`config.mk`:
```
export PLATFORM = sky130hd
export DESIGN_NAME = acked_command_sender
export DESIGN_NICKNAME = d
export VERILOG_FILES = /design/src/hw/rtl/acs_pkg.sv /design/src/hw/rtl/acked_command_sender.sv /design/src/hw/rtl/acs_ram.sv
export VERILOG_INCLUDE_DIRS = /design/src /design/src/hw/rtl
export SDC_FILE = /design/constraint.sdc
export NUM_CORES = 1
export LEC_CHECK = 0
export BUFFER_PORTS_ARGS = -buffer_cell sky130_fd_sc_hd__buf_2
export CORE_UTILIZATION = 60
export DETAILED_ROUTE_END_ITERATION = 8
export GPL_ROUTABILITY_DRIVEN = 1
export PLACE_DENSITY = 0.79
export SYNTH_ARGS = -nofsm -noshare
export SYNTH_HDL_FRONTEND = slang
export SYNTH_SLANG_ARGS = --single-unit
```
`constraint.sdc`:
```
create_clock -name clk -period 9.2 [get_ports clk]
set_input_delay 0 -clock clk [delete_from_list [all_inputs] [get_ports clk]]
set_output_delay 0 -clock clk [all_outputs]
set_load 0.01 [all_outputs]
```
`src/hw/rtl/acked_command_sender_assert.svh`:
```
// Assertion macros for the RTL of the command sender.
// Each macro builds one labeled concurrent assertion on clk, held off in reset.
`ifndef ACKED_COMMAND_SENDER_ASSERT_SVH
`define ACKED_COMMAND_SENDER_ASSERT_SVH

// Same-cycle implication.
`define ACS_ASSERT_NOW(label, cause, effect) \
  label: assert property (@(posedge clk) disable iff (!rst_n) (cause) |-> (effect)) \
    else $error("acked_command_sender assertion failed");

// Next-cycle implication.
`define ACS_ASSERT_NEXT(label, cause, effect) \
  label: assert property (@(posedge clk) disable iff (!rst_n) (cause) |=> (effect)) \
    else $error("acked_command_sender assertion failed");

`endif

```
`src/hw/rtl/acs_pkg.sv`:
```
package acs_pkg;

  // Default queue depth; the queue holds one entry less than this.
  localparam int unsigned ACS_QUEUE_DEPTH = 8;

  // Field widths.
  localparam int unsigned CODE_W  = 16;
  localparam int unsigned TICK_W  = 16;
  localparam int unsigned TRIES_W = 4;
  localparam int unsigned FAIL_W  = 16;
  localparam int unsigned QCNT_W  = 3;
  localparam int unsigned CIDX_W  = 2;

  // Register reset values.
  localparam logic [TICK_W-1:0]  GAP_TICKS_RST   = 16'd100;
  localparam logic [TICK_W-1:0]  ACK_TIMEOUT_RST = 16'd2000;
  localparam logic [TRIES_W-1:0] MAX_TRIES_RST   = 4'd3;

  // Register indexes.
  localparam logic [CIDX_W-1:0] CFG_GAP_TICKS     = 2'd0;
  localparam logic [CIDX_W-1:0] CFG_ACK_TIMEOUT   = 2'd1;
  localparam logic [CIDX_W-1:0] CFG_MAX_TRIES     = 2'd2;
  localparam logic [CIDX_W-1:0] CFG_LINK_DISABLED = 2'd3;

  // Beat kinds on the input channel.
  typedef enum logic [1:0] {
    MODE_TICK    = 2'd0,
    MODE_ENQUEUE = 2'd1,
    MODE_ACK     = 2'd2
  } mode_t;

endpackage

```
`src/hw/rtl/acked_command_sender.sv`:
```
// Stop-and-wait command sender with a ring queue of command codes.
// Input channel (in_valid / in_stall): each beat is a tick, an enqueue of
// in_code, or an acknowledgement naming in_code. Output channel
// (out_valid / out_stall): exactly one result beat per input beat, in order,
// carrying any send, the enqueue status, a give-up flag and the status
// after that beat (link fault, failure count, queue fill).
// Configuration: cfg_we writes cfg_data into the register selected by
// cfg_index (gap ticks, ack timeout ticks, max tries, link disable); the
// user must write it only while no beat is in flight; it is not enforced.
// A beat's result is registered and appears on the output in the cycle
// after the beat is accepted. Throughput is one beat per cycle while the
// receiver does not stall; the whole state update is one pass of logic
// from the input beat into the state and result registers. The queue is a
// RAM with registered read, and its head entry is prefetched every cycle.
// When the receiver stalls, the result register holds its beat and
// in_stall is raised in the same cycle, so nothing is dropped.
// Reset (rst_n low, synchronous) empties the queue, returns the sender to
// idle, clears the fault and failure count and restores register defaults.
// No clearing pass runs; the queue is usable in the first cycle after reset.
module acked_command_sender
  import acs_pkg::*;
#(
  parameter int unsigned QUEUE_DEPTH = ACS_QUEUE_DEPTH
) (
  input  logic               clk,
  input  logic               rst_n,
  // Input channel
  input  logic               in_valid,
  output logic               in_stall,
  input  logic [1:0]         in_mode,
  input  logic [CODE_W-1:0]  in_code,
  // Result channel
  output logic               out_valid,
  input  logic               out_stall,
  output logic               out_send_valid,
  output logic [CODE_W-1:0]  out_send_code,
  output logic               out_enqueue_ok,
  output logic               out_give_up,
  output logic               out_link_fault,
  output logic [FAIL_W-1:0]  out_failure_count,
  output logic [QCNT_W-1:0]  out_queued,
  // Configuration port
  input  logic               cfg_we,
  input  logic [CIDX_W-1:0]  cfg_index,
  input  logic [TICK_W-1:0]  cfg_data
);

  `include "acked_command_sender_assert.svh"

  localparam int unsigned PTR_W = $clog2(QUEUE_DEPTH);
  localparam int unsigned CNT_W = ((PTR_W > QCNT_W) ? PTR_W : QCNT_W) + 1;
  localparam logic [PTR_W-1:0] PTR_LAST = PTR_W'(QUEUE_DEPTH - 1);
  localparam logic [CNT_W-1:0] CNT_DEPTH = CNT_W'(QUEUE_DEPTH);
  localparam logic [TRIES_W-1:0] TRIES_MAX = '1;
  localparam logic [FAIL_W-1:0] FAIL_MAX = '1;

  typedef enum logic [2:0] {
    PH_IDLE  = 3'd0,
    PH_ARM   = 3'd1,
    PH_GAP   = 3'd2,
    PH_WAIT  = 3'd3,
    PH_RETRY = 3'd4
  } phase_t;

  // Configuration registers
  logic [TICK_W-1:0]  gap_ticks_r;
  logic [TICK_W-1:0]  ack_timeout_r;
  logic [TRIES_W-1:0] max_tries_r;
  logic               link_disabled_r;

  // Sender state
  phase_t             phase_r, phase_nxt;
  logic [PTR_W-1:0]   rd_ptr_r, rd_ptr_nxt;
  logic [PTR_W-1:0]   wr_ptr_r, wr_ptr_nxt;
  logic [CODE_W-1:0]  cur_code_r, cur_code_nxt;
  logic [TRIES_W-1:0] tries_r, tries_nxt;
  logic [TICK_W-1:0]  wait_cnt_r, wait_cnt_nxt;
  logic               ack_seen_r, ack_seen_nxt;
  logic               fault_r, fault_nxt;
  logic [FAIL_W-1:0]  failures_r, failures_nxt;

  // Head prefetch and write bypass
  logic               byp_r, byp_nxt;
  logic [CODE_W-1:0]  byp_code_r;
  logic [CODE_W-1:0]  ram_rdata;
  logic [CODE_W-1:0]  head_code;
  logic               ram_we;

  // Result register
  logic               out_valid_r, out_valid_nxt;
  logic               out_send_valid_r;
  logic [CODE_W-1:0]  out_send_code_r;
  logic               out_enqueue_ok_r;
  logic               out_give_up_r;
  logic               out_link_fault_r;
  logic [FAIL_W-1:0]  out_failure_count_r;
  logic [QCNT_W-1:0]  out_queued_r;

  // Per-beat results
  logic               send_nxt;
  logic               enq_ok_nxt;
  logic               give_up_nxt;
  logic [CNT_W-1:0]   count_nxt;

  logic               in_acc;
  logic [PTR_W-1:0]   wr_ptr_inc;
  logic [PTR_W-1:0]   rd_ptr_inc;
  logic               q_full;
  logic               q_empty;
  logic [TICK_W-1:0]  wait_dec;
  logic [TRIES_W-1:0] tries_inc;

  // Handshake: a result waiting on a stalled receiver blocks the input.
  assign in_stall = out_valid_r & out_stall;
  assign in_acc   = in_valid & ~in_stall;

  // Queue pointers and status.
  assign wr_ptr_inc = (wr_ptr_r == PTR_LAST) ? '0 : wr_ptr_r + 1'b1;
  assign rd_ptr_inc = (rd_ptr_r == PTR_LAST) ? '0 : rd_ptr_r + 1'b1;
  assign q_full     = (wr_ptr_inc == rd_ptr_r);
  assign q_empty    = (wr_ptr_r == rd_ptr_r);
  assign head_code  = byp_r ? byp_code_r : ram_rdata;
  assign wait_dec   = (wait_cnt_r != '0) ? wait_cnt_r - 1'b1 : '0;
  assign tries_inc  = (tries_r != TRIES_MAX) ? tries_r + 1'b1 : tries_r;

  // Next state for one accepted beat.
  always_comb begin
    phase_nxt    = phase_r;
    rd_ptr_nxt   = rd_ptr_r;
    wr_ptr_nxt   = wr_ptr_r;
    cur_code_nxt = cur_code_r;
    tries_nxt    = tries_r;
    wait_cnt_nxt = wait_cnt_r;
    ack_seen_nxt = ack_seen_r;
    fault_nxt    = fault_r;
    failures_nxt = failures_r;
    ram_we       = 1'b0;
    send_nxt     = 1'b0;
    enq_ok_nxt   = 1'b0;
    give_up_nxt  = 1'b0;
    if (in_acc) begin
      case (in_mode)
        MODE_ENQUEUE: begin
          if (!q_full) begin
            ram_we     = 1'b1;
            wr_ptr_nxt = wr_ptr_inc;
            enq_ok_nxt = 1'b1;
          end
        end
        MODE_ACK: begin
          if (phase_r == PH_WAIT && in_code == cur_code_r) begin
            ack_seen_nxt = 1'b1;
          end
        end
        MODE_TICK: begin
          case (phase_r)
            PH_ARM: begin
              wait_cnt_nxt = gap_ticks_r;
              phase_nxt    = PH_GAP;
            end
            PH_GAP: begin
              wait_cnt_nxt = wait_dec;
              if (wait_dec == '0) begin
                send_nxt     = 1'b1;
                wait_cnt_nxt = ack_timeout_r;
                ack_seen_nxt = 1'b0;
                phase_nxt    = PH_WAIT;
              end
            end
            PH_WAIT: begin
              if (ack_seen_r) begin
                ack_seen_nxt = 1'b0;
                fault_nxt    = 1'b0;
                phase_nxt    = PH_IDLE;
              end else begin
                wait_cnt_nxt = wait_dec;
                if (wait_dec == '0) begin
                  phase_nxt = PH_RETRY;
                end
              end
            end
            PH_RETRY: begin
              tries_nxt = tries_inc;
              if (tries_inc >= max_tries_r) begin
                give_up_nxt = 1'b1;
                fault_nxt   = 1'b1;
                if (failures_r != FAIL_MAX) begin
                  failures_nxt = failures_r + 1'b1;
                end
                phase_nxt = PH_IDLE;
              end else begin
                phase_nxt = PH_ARM;
              end
            end
            default: begin
              // Idle, and any unused phase, takes the next queued code unless disabled.
              phase_nxt = PH_IDLE;
              if (!link_disabled_r && !q_empty) begin
                cur_code_nxt = head_code;
                rd_ptr_nxt   = rd_ptr_inc;
                tries_nxt    = '0;
                phase_nxt    = PH_ARM;
              end
            end
          endcase
        end
        default: ;
      endcase
    end
  end

  // Fill level after this beat.
  always_comb begin
    if (wr_ptr_nxt >= rd_ptr_nxt) begin
      count_nxt = CNT_W'(wr_ptr_nxt) - CNT_W'(rd_ptr_nxt);
    end else begin
      count_nxt = CNT_W'(wr_ptr_nxt) + CNT_DEPTH - CNT_W'(rd_ptr_nxt);
    end
  end

  // A write to the entry that is read next is forwarded past the RAM.
  assign byp_nxt       = ram_we && (wr_ptr_r == rd_ptr_nxt);
  assign out_valid_nxt = in_acc | (out_valid_r & out_stall);

  // Command queue storage; always reading the entry at the next head.
  acs_ram #(
    .WIDTH (CODE_W),
    .DEPTH (QUEUE_DEPTH)
  ) u_queue_ram (
    .clk   (clk),
    .we    (ram_we),
    .waddr (wr_ptr_r),
    .wdata (in_code),
    .raddr (rd_ptr_nxt),
    .rdata (ram_rdata)
  );

  // Configuration registers.
  always_ff @(posedge clk) begin
    if (!rst_n) begin
      gap_ticks_r     <= GAP_TICKS_RST;
      ack_timeout_r   <= ACK_TIMEOUT_RST;
      max_tries_r     <= MAX_TRIES_RST;
      link_disabled_r <= 1'b0;
    end else if (cfg_we) begin
      case (cfg_index)
        CFG_GAP_TICKS:     gap_ticks_r     <= cfg_data;
        CFG_ACK_TIMEOUT:   ack_timeout_r   <= cfg_data;
        CFG_MAX_TRIES:     max_tries_r     <= cfg_data[TRIES_W-1:0];
        CFG_LINK_DISABLED: link_disabled_r <= cfg_data[0];
        default: ;
      endcase
    end
  end

  // Sender state and result register.
  always_ff @(posedge clk) begin
    if (!rst_n) begin
      phase_r     <= PH_IDLE;
      rd_ptr_r    <= '0;
      wr_ptr_r    <= '0;
      cur_code_r  <= '0;
      tries_r     <= '0;
      wait_cnt_r  <= '0;
      ack_seen_r  <= 1'b0;
      fault_r     <= 1'b0;
      failures_r  <= '0;
      byp_r       <= 1'b0;
      out_valid_r <= 1'b0;
    end else begin
      phase_r     <= phase_nxt;
      rd_ptr_r    <= rd_ptr_nxt;
      wr_ptr_r    <= wr_ptr_nxt;
      cur_code_r  <= cur_code_nxt;
      tries_r     <= tries_nxt;
      wait_cnt_r  <= wait_cnt_nxt;
      ack_seen_r  <= ack_seen_nxt;
      fault_r     <= fault_nxt;
      failures_r  <= failures_nxt;
      byp_r       <= byp_nxt;
      out_valid_r <= out_valid_nxt;
    end
    byp_code_r <= in_code;
    if (in_acc) begin
      out_send_valid_r    <= send_nxt;
      out_send_code_r     <= send_nxt ? cur_code_r : '0;
      out_enqueue_ok_r    <= enq_ok_nxt;
      out_give_up_r       <= give_up_nxt;
      out_link_fault_r    <= fault_nxt;
      out_failure_count_r <= failures_nxt;
      out_queued_r        <= count_nxt[QCNT_W-1:0];
    end
  end

  assign out_valid         = out_valid_r;
  assign out_send_valid    = out_send_valid_r;
  assign out_send_code     = out_send_code_r;
  assign out_enqueue_ok    = out_enqueue_ok_r;
  assign out_give_up       = out_give_up_r;
  assign out_link_fault    = out_link_fault_r;
  assign out_failure_count = out_failure_count_r;
  assign out_queued        = out_queued_r;

  // A give-up beat always reports the fault it raises.
  `ACS_ASSERT_NOW(give_up_faults_a, out_valid_r && out_give_up_r, out_link_fault_r)
  // A send beat leaves the sender waiting for its acknowledgement.
  `ACS_ASSERT_NEXT(send_then_wait_a, in_acc && send_nxt, phase_r == PH_WAIT)
  // The failure count never goes down outside reset.
  `ACS_ASSERT_NEXT(failures_mono_a, 1'b1, failures_r >= $past(failures_r))
  // Codes are only taken from a non-empty queue.
  `ACS_ASSERT_NOW(take_nonempty_a, rd_ptr_nxt != rd_ptr_r, !q_empty)

endmodule

```
`src/hw/rtl/acs_ram.sv`:
```
module acs_ram #(
  parameter int unsigned WIDTH = 16,
  parameter int unsigned DEPTH = 8
) (
  input  logic                     clk,
  input  logic                     we,
  input  logic [$clog2(DEPTH)-1:0] waddr,
  input  logic [WIDTH-1:0]         wdata,
  input  logic [$clog2(DEPTH)-1:0] raddr,
  output logic [WIDTH-1:0]         rdata
);

  logic [WIDTH-1:0] mem [DEPTH];

  // One write port and one read port; a read of the address being written
  // returns the old contents.
  always_ff @(posedge clk) begin
    if (we) begin
      mem[waddr] <= wdata;
    end
    rdata <= mem[raddr];
  end

endmodule

```
==> impl_metrics.toml <==
[run_status]
status = "finished clean"

[floorplan]
core_area_mm2 = 0.0202
die_y_um = 145
io-pin-count = 82
start_util_pct = 61.1
die_x_um = 145
rows = 52
die_area_mm2 = 0.0211

[final_layout]
largest_register_ffs = 128
syn2layout_area_growth_pct = 17.3
largest_register = "u_queue_ram.mem"
layout-drive-gt1-share_pct = 19.3
diodes = 0
postLayoutCellArea_mm2 = 0.0144
nets = 1146

[yosys]
synth_nets = 1028
syn_inst = 973
avgSynthCellArea_um2 = 12.7
ys_seq_elements = 301
synth.top_cells.by_area = "edfxtp_1 41%, dfxtp_1 22%, mux4_2 5.8%"
synth.top_cell.area_share_pct = 40.7
synth_top_area_cell = "edfxtp_1"
syn-cell-area_mm2 = 0.0123
synth.distinct_cells = 66
synthArstFlopShare_pct = 0
synth_flop_cell = "edfxtp_1"
synth_edf_count = 167
ys_seq_area_share_pct = 62.5
yosys_warnings = 0

[route]
wl_per_cell_um = 19.3
wl_mm = 26.7
routed_via_density = 5.93
drc = 0
antenna_left = 0
firstDrtPassIters = 5
drtIter0Drc = 613
vias = 8215

[clock_network]
cts_buffers = 30
clk_path_buf_depth = 3
cts_sinks = 301
tritoncts = "yes"
cts-root-buf = "clkbuf_16"
cts.clk_slew.worst_paths_ps = 60
insertion_delay_ps = 570
cts-resized-gates = 0
cts_max_level = 1

[sta]
period_needed_ps = 3990
finalHoldViolCount = 0
setup_slack_ps = 5210
totalNegativeSetupSlack_ps = 0
setup_violations = 0
timing.fmax_ghz = 0.251
rsz0062_at_grt = "no"
finalCritPeriodShare_pct = 43.4
clock-skew-final_ps = 22.1
slew_violations = 0
slew_headroom_pct = 23.0
worst_slew_pin_slew_ps = 1150

[grt]
top_usage_layer = "met2"
grt_pass1_wl_mm = 42.0
grt_pass1_vias = 8096
met3_usage_pct = 3.30
gr-total-overflow = 0
use_met2_pct = 43.7
grt_antenna_before_repair = 0
grt_util_all_layers_pct = 25.4
met1_usage_pct = 32.9
grt_max_degree = 61

[worst_setup_path]
crit_path_start_kind = "flip-flop"
crit_path_frequent_cell = "buf_4"
arrival_ps = 4450
crit_required_ps = 9660
slowest_delay_ps = 640
critical_path_class = "reg2reg"
end_kind = "flip-flop"
crit_chain = "a21boi_4 > buf_4 > and2_1 > and3_1 > buf_4 > mux2i_4 > buf_4 > mux4_2 > mux2_2"
crit_path_max_fanout = 43
slowest_stage = "mux2i_4"

[power]
combPwrFrac_pct = 4.1
leakage_nw = 5.40
ir_drop_mv = 0.211
pwr-share-seq_pct = 51.7
power.internal_mw = 2.22
p_sw_uw = 594
clkPwrFrac_pct = 44.2
p_sw_share_pct = 21.1
pwr_density_cell_mw_per_mm2 = 195

[place]
numPortBuffers = 81
hpwl_mm = 16.0
post_dp_cell_area_mm2 = 0.0130
gp_congestion = 0.870
dpl_worst_slack_ps = 5120

[hold_path]
hp-class = "in2reg"

[job]
drv_cap = 0
==> what timing repair did <==
item,CTS,global route
endpoints found under the hold margin,184,0
buffers inserted,0,0
hold buffers,41,0
==> per-stage QoR <==
step / util, % / total power, mW / hold WS [ps] / std cells
2_1_floorplan: - / 1.54 / 27.7 / 973
3_3_place_gp: 64.5 / 1.58 / 224 / 1288
3_5_place_dp: 64.5 / 1.58 / 227 / 1288
4_1_cts: 71.6 / 2.83 / 17.2 / 1385
5_1_grt: 71.6 / 2.89 / 41.5 / 1385
6_report: 71.6 / 2.81 / 15.9 / 1385
==> worst paths after layout <==
path | startpoint | to | slack (ps) | cells after the start
worst min-delay path | rst_n | gap_ticks_r[2] | 20 | 2
worst min register to register | ack_timeout_r[13] | ack_timeout_r[13] | 460 | 2
worst max-delay path | out_valid | u_queue_ram.rdata[7] | 5210 | 9
worst max register to register | out_valid | u_queue_ram.rdata[7] | 5210 | 9
==> power by group through the flow <==
stage / sequential [mW] / clock (mW) / combinational [mW]
6_report: 1.46 / 1.24 / 0.115
5_1_grt: 1.46 / 1.31 / 0.125
4_1_cts: 1.46 / 1.26 / 0.114
3_5_place_dp: 1.48 / 0 / 0.0999
3_3_place_gp: 1.48 / 0 / 0.0971
2_1_floorplan: 1.48 / 0 / 0.0533
==> area by class of cell <==
type,instances,area (µm²)
flip-flops and latches,301,7700
fillers,1358,5720
multi-input cells,605,4400
repair buffers,138,936
clock buffers,41,842
well taps,270,338
clock inverters,15,183
inverters,15,56.3
==> metal layers <==
metal,wire length (µm),share of wire [%],vias up
met5,0,0,-
met4,901,3.4,0
met3,1470,5.5,63
met2,13200,50,286
met1,11100,42,4019
li1,-,-,3847
==> placed cells by master (no fill, tap or decap), types with 6 or more instances in the layout <==
cell type / synthesis / routed
clkbuf_1: 37 / 6
edfxtp_1: 167 / 167
nor2_1: 52 / 52
a31oi_1: 7 / 7
inv_1: 13 / 13
mux2i_1: 28 / 27
mux2_2: 20 / 20
nand2b_1: 7 / 7
xnor2_1: 17 / 17
and3_1: 6 / 6
buf_4: 1 / 16
xor2_1: 27 / 27
mux4_2: 32 / 32
nand3_1: 38 / 38
nand2_1: 111 / 111
o21ai_0: 20 / 20
dlygate4sd3_1: 0 / 41
buf_2: 8 / 81
o22ai_1: 6 / 6
nor3_1: 13 / 11
ha_1: 13 / 13
a211oi_1: 19 / 19
a21oi_1: 55 / 55
nor4_1: 17 / 17
and2_1: 34 / 34
a221oi_1: 7 / 7
nand4_1: 8 / 8
clkbuf_16: 0 / 30
dfxtp_1: 134 / 134
==> cell families (layout without fill, tap and decap cells) <==
family | count (synthesis) | in the layout | synth area share (%)
simple gates | 319 | 319 | 12.8
flops | 301 | 301 | 62.5
compound gates | 147 | 147 | 7.70
mux | 81 | 81 | 10.1
buf+inv | 67 | 209 | 2.34
xor+xnor | 44 | 44 | 3.13
fa+ha+maj | 14 | 14 | 1.48
==> worst max-delay path: cells and delay by family, from the launching register on <==
| kind | cells | cell delay (ps) |
|---|---|---|
| buffers and inverters | 3 | 1390 |
| AND/OR/NAND/NOR | 2 | 470 |
| flip-flops | 1 | 330 |
| AO/OA/AOI/OAI | 1 | 140 |
| multiplexers | 3 | 1500 |
==> Yosys cell counts (2+ instances only) <==
master      n
a211o_1     2
mux2i_1    28
o21ai_0    20
o22ai_1     6
a21o_1      5
and3_1      6
ha_1       13
nand3b_1    4
nand3_1    38
nand2_1   111
buf_1       3
nor3b_1     6
nand2b_1    7
or3b_2      2
a32o_1      3
nor3_1     13
mux2_2     20
inv_1      13
o31ai_1     3
buf_6       3
buf_2       8
and3b_1     2
nor4_2      2
nor4b_1     2
a31oi_1     7
mux4_2     32
edfxtp_1  167
nand4_1     8
xor2_1     27
o2111a_1    2
a211oi_1   19
nor4_1     17
xnor2_1    17
and2_1     34
a311oi_1    2
a221oi_1    7
nor2_1     52
or3_1       5
or4_1       3
o32ai_1     2
clkbuf_1   37
nor2b_1     4
dfxtp_1   134
a21oi_1    55
No activity file was read; power rests on OpenSTA's default activity.
